$ cat src/hdl/tti_pkg.sv
package tti_pkg;

    localparam int unsigned MaxPointsDefault = 1024;
    localparam int unsigned FieldCount = 6;
    localparam int unsigned WordWidth = 32;
    localparam int unsigned CountWidth = 11;
    localparam int unsigned IndexWidth = 10;
    localparam int unsigned DistWidth = 33;
    localparam int unsigned ProdWidth = 66;

    localparam logic CmdLoad = 1'b0;
    localparam logic CmdQuery = 1'b1;

    localparam int unsigned TimeField = 5;

    // controller to datapath commands
    typedef struct packed {
        logic load_query;
        logic store_write;
        logic scan_step;
        logic pick_base;
        logic read_lo;
        logic read_hi;
        logic dist_calc;
        logic div_start;
        logic div_step;
        logic div_next_field;
    } tti_cmd_t;

    // datapath to controller status
    typedef struct packed {
        logic zero_span;
    } tti_status_t;

endpackage

$ cat src/hdl/tti_controller.sv
module tti_controller #(
    parameter int unsigned MAX_POINTS = tti_pkg::MaxPointsDefault,
    parameter int unsigned ADDR_W = $clog2(MAX_POINTS)
) (
    input  logic                  clk,
    input  logic                  rst_n,
    input  logic                  in_fire,
    input  logic                  command,
    input  logic [tti_pkg::CountWidth-1:0] point_count,
    input  tti_pkg::tti_status_t  stat,
    output tti_pkg::tti_cmd_t     cmd,
    output logic [ADDR_W-1:0]     scan_addr,
    output logic [ADDR_W:0]       count_eff,
    output logic [2:0]            field_sel,
    output logic                  busy,
    output logic                  out_valid,
    input  logic                  out_ready
);
    import tti_pkg::*;

    localparam logic [3:0] StIdle  = 4'd0;
    localparam logic [3:0] StScan  = 4'd1;
    localparam logic [3:0] StDrain = 4'd2;
    localparam logic [3:0] StDrain2 = 4'd3;
    localparam logic [3:0] StPick  = 4'd4;
    localparam logic [3:0] StRdLo  = 4'd5;
    localparam logic [3:0] StRdHi  = 4'd6;
    localparam logic [3:0] StDist  = 4'd7;
    localparam logic [3:0] StDivIn = 4'd8;
    localparam logic [3:0] StDiv   = 4'd9;
    localparam logic [3:0] StStore = 4'd10;
    localparam logic [3:0] StOut   = 4'd11;

    logic [3:0] state_reg, state_next;
    logic [ADDR_W:0] cnt_reg, cnt_next;
    logic [2:0] field_reg, field_next;
    logic [6:0] bit_reg, bit_next;

    // clamp point count to the supported range
    always_comb
    begin
        if (point_count < 11'd2)
        begin
            count_eff = (ADDR_W+1)'(2);
        end
        else if ({{(32-CountWidth){1'b0}}, point_count} > MAX_POINTS)
        begin
            count_eff = (ADDR_W+1)'(MAX_POINTS);
        end
        else
        begin
            count_eff = (ADDR_W+1)'(point_count);
        end
    end

    always_comb
    begin
        state_next = state_reg;
        cnt_next = cnt_reg;
        field_next = field_reg;
        bit_next = bit_reg;
        cmd = '0;
        case (state_reg)
            StIdle:
            begin
                if (in_fire)
                begin
                    if (command == CmdLoad)
                    begin
                        cmd.store_write = 1'b1;
                    end
                    else
                    begin
                        cmd.load_query = 1'b1;
                        cnt_next = '0;
                        state_next = StScan;
                    end
                end
            end
            StScan:
            begin
                cmd.scan_step = 1'b1;
                cnt_next = cnt_reg + 1'b1;
                if (cnt_reg + 1'b1 == count_eff)
                begin
                    state_next = StDrain;
                end
            end
            StDrain: state_next = StDrain2;
            StDrain2: state_next = StPick;
            StPick:
            begin
                cmd.pick_base = 1'b1;
                state_next = StRdLo;
            end
            StRdLo:
            begin
                cmd.read_lo = 1'b1;
                state_next = StRdHi;
            end
            StRdHi:
            begin
                cmd.read_hi = 1'b1;
                state_next = StDist;
            end
            StDist:
            begin
                cmd.dist_calc = 1'b1;
                field_next = '0;
                state_next = StDivIn;
            end
            StDivIn:
            begin
                cmd.div_start = 1'b1;
                bit_next = 7'd67;
                state_next = StDiv;
            end
            StDiv:
            begin
                if (stat.zero_span || bit_reg == '0)
                begin
                    state_next = StStore;
                end
                else
                begin
                    cmd.div_step = 1'b1;
                    bit_next = bit_reg - 1'b1;
                end
            end
            StStore:
            begin
                cmd.div_next_field = 1'b1;
                if (field_reg == 3'(FieldCount - 1))
                begin
                    state_next = StOut;
                end
                else
                begin
                    field_next = field_reg + 1'b1;
                    state_next = StDivIn;
                end
            end
            StOut:
            begin
                if (out_ready)
                begin
                    state_next = StIdle;
                end
            end
            default: state_next = StIdle;
        endcase
    end

    always_ff @(posedge clk or negedge rst_n)
    begin
        if (!rst_n)
        begin
            state_reg <= StIdle;
            cnt_reg <= '0;
            field_reg <= '0;
            bit_reg <= '0;
        end
        else
        begin
            state_reg <= state_next;
            cnt_reg <= cnt_next;
            field_reg <= field_next;
            bit_reg <= bit_next;
        end
    end

    assign scan_addr = cnt_reg[ADDR_W-1:0];
    assign field_sel = field_reg;
    assign busy = (state_reg != StIdle);
    assign out_valid = (state_reg == StOut);

endmodule

$ cat config.mk
export PLATFORM = sky130hd
export DESIGN_NAME = tti_controller
export DESIGN_NICKNAME = d
export VERILOG_FILES = /design/src/hdl/tti_pkg.sv /design/src/hdl/tti_controller.sv
export SDC_FILE = /design/constraint.sdc
export NUM_CORES = 1
export LEC_CHECK = 0
export ABC_AREA = 1
export BUFFER_PORTS_ARGS = -buffer_cell sky130_fd_sc_hd__buf_2
export CORE_UTILIZATION = 35
export CTS_BUF_LIST = sky130_fd_sc_hd__clkbuf_8
export DETAILED_ROUTE_END_ITERATION = 8
export PLACE_DENSITY = 0.55
export SYNTH_ARGS = -nofsm -noshare
export SYNTH_HDL_FRONTEND = slang
export SYNTH_SLANG_ARGS = --single-unit
$ cat constraint.sdc
create_clock -name clk -period 3.68 [get_ports clk]
set_clock_uncertainty 0.15 [all_clocks]
set_input_delay 0.368 -clock clk [delete_from_list [all_inputs] [get_ports clk]]
set_output_delay 0.368 -clock clk [all_outputs]
set_load 0.02 [all_outputs]
==> results of run 1 <==
-- worst register-to-register path, cell delays in order (launching register included) --
cell	delay, ps
dfrtp_1	430
ha_1	250
nand2_1	90
inv_1	90
nand2_1	90
xor2_1	260
xor2_1	180
nand2_1	70
nor2_1	80
nand2_1	80
nand2_2	90
nand2_2	60
nand2_1	70
nand2_1	50
-- per-layer routing --
layer,vias to the layer above,wire length [microns],track usage
met2,29,2230,0.288
met5,-,0,0
met3,2,135,0.0304
li1,979,-,-
met1,835,2140,0.218
met4,0,34,0.0370
-- power breakdown --
part | internal, mW | switching, mW | leakage (nW)
registers | 0.365 | 0.107 | 0.325
logic | 0.273 | 0.537 | 0.943
clock network | 0.0747 | 0.0892 | 0.0269
-- worst max-delay path by stage --
| stage | slack [ps] | endpoint | from |
|---|---|---|---|
| floorplan | 1790 | state_reg[0]$_DFFE_PN0P_ | point_count[1] |
| global placement | 1540 | state_reg[3]$_DFFE_PN0P_ | point_count[1] |
| detailed placement | 1500 | state_reg[3]$_DFFE_PN0P_ | point_count[1] |
| CTS | 1480 | cmd[1] | state_reg[0]$_DFFE_PN0P_ |
| global route | 1260 | state_reg[3]$_DFFE_PN0P_ | cnt_reg[0]$_DFFE_PN0P_ |
| finish | 1510 | cmd[1] | state_reg[0]$_DFFE_PN0P_ |
-- final cells by class --
cell class / instances / area [sq um] / area share
clock buffers: 3 / 41.3 / 0.0186
inverters: 54 / 203 / 0.0912
flip-flops and latches: 25 / 626 / 0.281
well taps: 70 / 87.6 / 0.0394
clock inverters: 1 / 3.75 / 0.00169
repair buffers: 53 / 270 / 0.122
multi-input cells: 200 / 992 / 0.446
-- what timing repair did --
action | in CTS | in global routing
hold buffers | 1 | 0
hold endpoints to repair | 25 | 0
setup endpoints to repair | 0 | 0
-- through the flow --
step / hold slack, ps / worst slack (ps) / instance area [sq um] / util / instances
6_report: 227 / 1510 / 2220 / 0.430 / 406
5_1_grt: 252 / 1260 / 2220 / 0.430 / 406
4_1_cts: 223 / 1480 / 2220 / 0.430 / 406
3_5_place_dp: 258 / 1500 / 2170 / 0.419 / 401
3_3_place_gp: 265 / 1540 / 2170 / 0.419 / 401
2_1_floorplan: -77.6 / 1790 / 1910 / - / 291
-- logic make-up after synthesis --
logic type               synth area share
flip-flops                          0.327
AND/OR/NAND/NOR                     0.352
AO/OA/AOI/OAI                      0.0851
buffers and inverters               0.153
XOR/XNOR                           0.0491
adder cells (fa/ha/maj)            0.0327
-- placed cells by master, fill, tap and decap left out, types with 5 or more instances in the layout --
cell type / count
nor2_1: 44
o21ai_0: 12
ha_1: 5
nand3_1: 20
buf_2: 52
nand2_2: 5
inv_1: 52
a21oi_1: 5
nand2_1: 75
o22ai_1: 6
xor2_1: 8
dfrtp_1: 25
==> summary.txt, run 1 <==
Worst setup path
  • Reg2Reg Depth: 13
  • CP Capture Type: primary output
  • Cell mode on critical path: inv_1
  • Cells along the critical path: inv_1, nor2_2, inv_2, nor3_1, nand2_1, inv_1, buf_2
  • Crit Path Class: register to primary output
  • Reg2Reg Setup Slack: 1550 ps
  • WP buf/inv: 4
  • Setup crit start kind: register
  • Crit path max-delay family: buffers and inverters
  • Worst path slowest cell: dfrtp_1
  • Reg-to-Reg End: state_reg[3]$_DFFE_PN0P_
  • R2r startpoint: cnt_reg[0]$_DFFE_PN0P_
  • Worst path required time: 3160 ps
  • Instance count on the critical path: 7
  • Max Fanout on Critical Path: 6
  • CP arrival: 1650 ps
  • CP peak stage delay: 450 ps

Routing
  • Detailed Route WL: 4.54 mm
  • Drt initial violations: 112
  • Total number of vias: 1,845
  • DRC: 0
  • Post-route antenna net violation count: 0
  • DRT Pass-1 Iters: 4
  • Post-DR wirelength/cell: 11.2 microns
  • Via/cell ratio: 4.54

Timing
  • Slew HR: 0.603
  • Slew Limit Fails: 0
  • Final hold vios: 0
  • Worst-margin pin slew: 596 ps
  • Setup violations, final: 0
  • Max frequency: 0.462 GHz
  • Final min period: 2170 ps
  • Fin crit share: 0.589
  • RSZ-0062 raised after global routing: false
  • Setup TNS Final: 0 ps

Yosys
  • Post-synthesis sequential area ratio: 0.327
  • Yosys warnings: 0
  • Synthesized area per cell: 6.57 sq um
  • Top-area cell type share of the netlist area: 0.327
  • Top FF cell, synth: dfrtp_1
  • Most frequent cell after synthesis: nand2_1
  • Syn_nets: 313
  • Synthesized instance count: 291
  • Synth cell count leaders: nand2_1, inv_1, nor2_1, dfrtp_1, nand3_1
  • Synth area leaders: dfrtp_1, nand2_1, inv_1
  • Mapped Area: 1910 sq um
  • Biggest area consumer among synthesized cells: dfrtp_1
  • #FFs+latches synth: 25
  • Async set-reset flop share out of synthesis: 1.00
  • Synth cell types: 28
  • Number of flops mapped to enable cells by yosys: 0

Outcome
  • Status: finished, final reports clean

Floorplan
  • Initial Util: 0.369
  • Total I/O pin count: 53
  • Die height: 75.9 microns
  • Core area: 5170 sq um
  • Die width: 75.9 microns
  • Row count: 26
  • Die area: 5760 sq um

Clock network
  • Clk sink count: 25
  • H-Tree Level Count: 1
  • Post-CTS setup buffer count: 0
  • Clk_lat worst skew: 270 ps
  • CTS tree: yes
  • Post_cts resized: 0
  • CTS Buf Count: 3
  • Clock root cell: clkbuf_8
  • Clock transition at path regs: 90 ps
  • Clock Path Buffers: 2

Hold path
  • Hold depth: 4
  • Worst Hold Class: input port to register
  • Worst Hold Launch: out_ready
  • Hold EP: state_reg[1]$_DFFE_PN0P_

Cells and area
  • # nets final: 359
  • Area delta synth->final: 16.4%
  • Layout cells sized above 1: 0.211
  • N_diodes: 0
  • Fill count: 555
  • Max reg flops: 11

Job
  • Max Cap Viol: 0

Placed design
  • Number of I/O port buffers: 52
  • Dpl hpwl: 3.63 mm
  • Placer Congestion: 0.771

Global route
  • Initial antenna violation count: 0
  • Pin count of the biggest net entering global routing: 26
  • First-pass GRT wire length: 7.30 mm
  • Gr ovfl total: 0
  • Aggregate global-route resource usage: 0.168
  • Vias in the first global route: 1,664

Power and ir drop
  • Power Total: 1.45 mW
  • Leak Pwr: 1.29 nW
  • IR drop worst, VDD: 0.000316 V
  • PD cells: 650 nW/um^2
No activity file was read; power rests on OpenSTA's default activity.
==> inputs of run 2 (changes only) <==
ABC_AREA = 0   (was 1)
PLACE_DENSITY = 0.57   (was 0.55)
clock period = 1.9 ns   (was 3.68 ns; I/O delays follow)
==> run 2 against run 1 <==
Compared with the run above:
- the flow now finishes with violations (setup timing)
- critical path depth is 1 higher
- sequential cell count stayed put
- area after synthesis is 2.2% higher
- sequential power is 75% higher
- utilization is 12 points higher
- clock power is 95% higher
- non-clock buffer count is 63 higher
- design area is 30% higher
- sequential share of layout area is 6.1 points lower
- routed wire length is 9.6% higher
- clock-buffer cell count stayed put
- synthesized cell count is 22% lower
- critical path type is now register to register
- highest routed layer unchanged
==> summary.txt, run 2 <==
Routing
  • Total number of vias: 1,938 (+5.0%)
  • Drt initial violations: 60 (-46%)
  • Detailed Route WL: 4.98 mm (+9.6%)
  • Via/cell ratio: 4.91 (+8.0%)
  • DRC: 0 (unchanged)
  • Post-DR wirelength/cell: 12.6 microns (+13%)
  • Post-route antenna net violation count: 0 (unchanged)
  • DRT Pass-1 Iters: 4 (unchanged)

Timing
  • Max frequency: 0.508 GHz
  • Final hold vios: 0 (unchanged)
  • Setup ws final: -69.8 ps (-1580 ps)
  • Final min period: 1970 ps
  • RSZ-0062 raised after global routing: true
  • Worst-margin pin slew: 553 ps (-42.5 ps)
  • Setup violations, final: 3 (+3)
  • Slew HR: 0.631 (+0.0283)
  • Slew Limit Fails: 0 (unchanged)
  • Fin crit share: 1.04

Yosys
  • Post-synthesis mux area share: 0.0154 (+0.0154)
  • Post-synthesis sequential area ratio: 0.321 (-0.00693)
  • Largest family of logic cells by synthesized area: simple AND/OR/NAND/NOR gates
  • Top-area cell type share of the netlist area: 0.321 (-0.00693)
  • Yosys warnings: 0 (unchanged)
  • #FFs+latches synth: 25 (unchanged)
  • Synthesized instance count: 228 (-22%)
  • Synth Area in Adders: 0.0321 (-0.000693)
  • Synth cell count leaders: dfrtp_1, nor2_1, nand2_1, xnor2_1
  • Synthesized area per cell: 8.56 sq um (+30%)
  • Synth area leaders: dfrtp_1, xnor2_1, buf_4
  • Async set-reset flop share out of synthesis: 1.00 (unchanged)
  • Number of flops mapped to enable cells by yosys: 0 (unchanged)
  • Synth Area in XOR/XNOR: 0.0942 (+0.0451)
  • Biggest area consumer among synthesized cells: dfrtp_1
  • Mapped Area: 1950 sq um (+2.2%)
  • Top FF cell, synth: dfrtp_1
  • Most frequent cell after synthesis: dfrtp_1
  • Syn_nets: 250 (-20%)
  • Synth cell types: 47 (+68%)
  • Simple-gate area share of the yosys netlist: 0.273 (-0.0792)
  • Compound-Gate Fraction of Synth Area: 0.169 (+0.0835)

Worst setup path
  • R2r startpoint: cnt_reg[0]$_DFFE_PN0P_
  • CP Capture Type: register
  • Crit path max-delay family: compound AO/OA/AOI/OAI gates
  • Setup crit start kind: register
  • Crit Path Class: register to register
  • CP peak stage delay: 430 ps (-20 ps)
  • CP arrival: 1990 ps (+340 ps)
  • Worst path slowest cell: dfrtp_2
  • Reg2Reg Depth: 8 (-5)
  • WP buf/inv: 0 (-4)
  • Worst path required time: 1920 ps (-1240 ps)
  • Cells along the critical path: ha_4, nand3_4, nor3_4, xnor2_2, mux2i_1, o21ai_1, a41o_1, a21o_1
  • Max Fanout on Critical Path: 6 (unchanged)
  • Reg2Reg Setup Slack: -70 ps (-1620 ps)
  • Reg-to-Reg End: state_reg[1]$_DFFE_PN0P_

Cells and area
  • Area taken by multi-input logic gates: 1310 sq um (+32%)
  • Most frequent cells in the layout: buf_4, buf_2, nor2_1, nand2_1, dfrtp_1
  • Area delta synth->final: 48.0%
  • # nets final: 348 (-3.1%)
  • N_diodes: 0 (unchanged)
  • Most common cell after layout, fill and taps aside: buf_4
  • Max reg flops: 11 (unchanged)
  • Final cell count without fillers: 395 (-2.7%)
  • FF+latch area: 636 sq um (+1.6%)
  • Design area: 2890 sq um (+30%)
  • Fill count: 491 (-12%)
  • Layout cells sized above 1: 0.520 (+0.309)

Clock network
  • CTS Buf Count: 3 (unchanged)
  • Clock root cell: clkbuf_8
  • CTS tree: yes
  • Clock transition at path regs: 90 ps (about the same)
  • Clk sink count: 25 (unchanged)
  • Clk_lat worst skew: 270 ps (about the same)
  • H-Tree Level Count: 1 (unchanged)
  • Clock Path Buffers: 2 (unchanged)

Placed design
  • Placer Congestion: 0.887 (+15%)
  • Placed cells: 370 (-7.7%)
  • Post-Place Cell Area: 2510 sq um (+16%)
  • Number of I/O port buffers: 52 (unchanged)
  • Dpl hpwl: 3.71 mm (+2.2%)

Floorplan
  • Row count: 26 (unchanged)
  • Die area: 5880 sq um (+2.1%)
  • Die height: 76.7 microns (+1.0%)
  • Die width: 76.7 microns (+1.0%)
  • Initial Util: 0.373 (+0.00330)
  • Core area: 5240 sq um (+1.3%)
  • Total I/O pin count: 53 (unchanged)

Hold path
  • Worst Hold Launch: out_ready
  • Worst Hold Class: input port to register
  • Hold depth: 3 (-1)
  • Hold EP: state_reg[3]$_DFFE_PN0P_

Global route
  • Aggregate global-route resource usage: 0.171 (+0.00302)
  • First-pass GRT wire length: 8.26 mm (+13%)
  • Gr ovfl total: 0 (unchanged)
  • Vias in the first global route: 1,836 (+10%)
  • Initial antenna violation count: 0 (unchanged)
  • Pin count of the biggest net entering global routing: 26 (unchanged)

Outcome
  • Status: complete, but fails checks
  • Violated checks: setup timing

Power and ir drop
  • IR drop worst, VDD: 0.000597 V (+89%)
  • Leak Pwr: 1.39 nW (+7.6%)
  • PD cells: 1020 nW/um^2 (+56%)
  • Power Total: 2.93 mW (+100%)

Job
  • Max Cap Viol: 0 (unchanged)
-- run 2: per-stage QoR --
| step | util | worst slack (ps) | hold slack, ps | setup TNS [ps] |
|---|---|---|---|---|
| after floorplan | - | -216 | -256 | -817 |
| after global placement | 0.479 | -90.7 | 64.5 | -173 |
| after detailed placement | 0.479 | -145 | 70.0 | -272 |
| after CTS | 0.516 | -68.9 | 98.7 | -190 |
| after global routing | 0.552 | -158 | 108 | -702 |
| final | 0.552 | -69.8 | 110 | -141 |
-- run 2: power breakdown --
| part | internal (mW) | switching, mW |
|---|---|---|
| Clock | 0.147 | 0.172 |
| Sequential | 0.671 | 0.157 |
| Combinational | 0.868 | 0.918 |
| Total | 1.69 | 1.25 |
-- run 2: routing by layer --
layer  wire, microns  global-route usage
met3             147              0.0298
met2            2550               0.296
met4              36              0.0250
met5               0                   0
met1            2240               0.225
-- run 2: cell families after synthesis --
family	count (synthesis)
AND/OR/NAND/NOR	94
AO/OA/AOI/OAI	48
buffers and inverters	32
flip-flops	25
XOR/XNOR	21
adder cells (fa/ha/maj)	5
multiplexers	3
-- run 2: cell type report --
| cell class | instances | area share |
|---|---|---|
| multi-input combinational | 171 | 0.452 |
| timing repair buffer | 116 | 0.267 |
| sequential | 25 | 0.220 |
| tap | 70 | 0.0303 |
| clock buffer | 3 | 0.0143 |
| inverter | 9 | 0.0143 |
| clock inverter | 1 | 0.00173 |
-- run 2: tightest hold or removal path: stages --
cell and delay, ps:
buf_2 90, and3_1 140, o21ai_0 70
-- run 2: what timing repair did --
action                                  4_1_cts  5_1_grt
setup buffers                                 8       12
hold buffers                                  1        0
cloned                                        0        0
endpoints found under the hold margin        25        0
pin swaps                                     4        7
endpoints found under the setup margin        9       12
gates resized for setup                      22       22
-- run 2: worst max-delay path by stage --
stage	start	end	slack, ps	cells past startpoint
after floorplan	bit_reg[0]$_DFFE_PN0P_	bit_reg[5]$_DFFE_PN0P_	-220	8
after CTS	state_reg[0]$_DFFE_PN0P_	cmd[8]	-70	3
after detailed placement	point_count[3]	state_reg[0]$_DFFE_PN0P_	-150	8
after global placement	point_count[3]	state_reg[0]$_DFFE_PN0P_	-90	8
final	cnt_reg[0]$_DFFE_PN0P_	state_reg[1]$_DFFE_PN0P_	-70	8
after global routing	cnt_reg[0]$_DFFE_PN0P_	state_reg[1]$_DFFE_PN0P_	-160	8
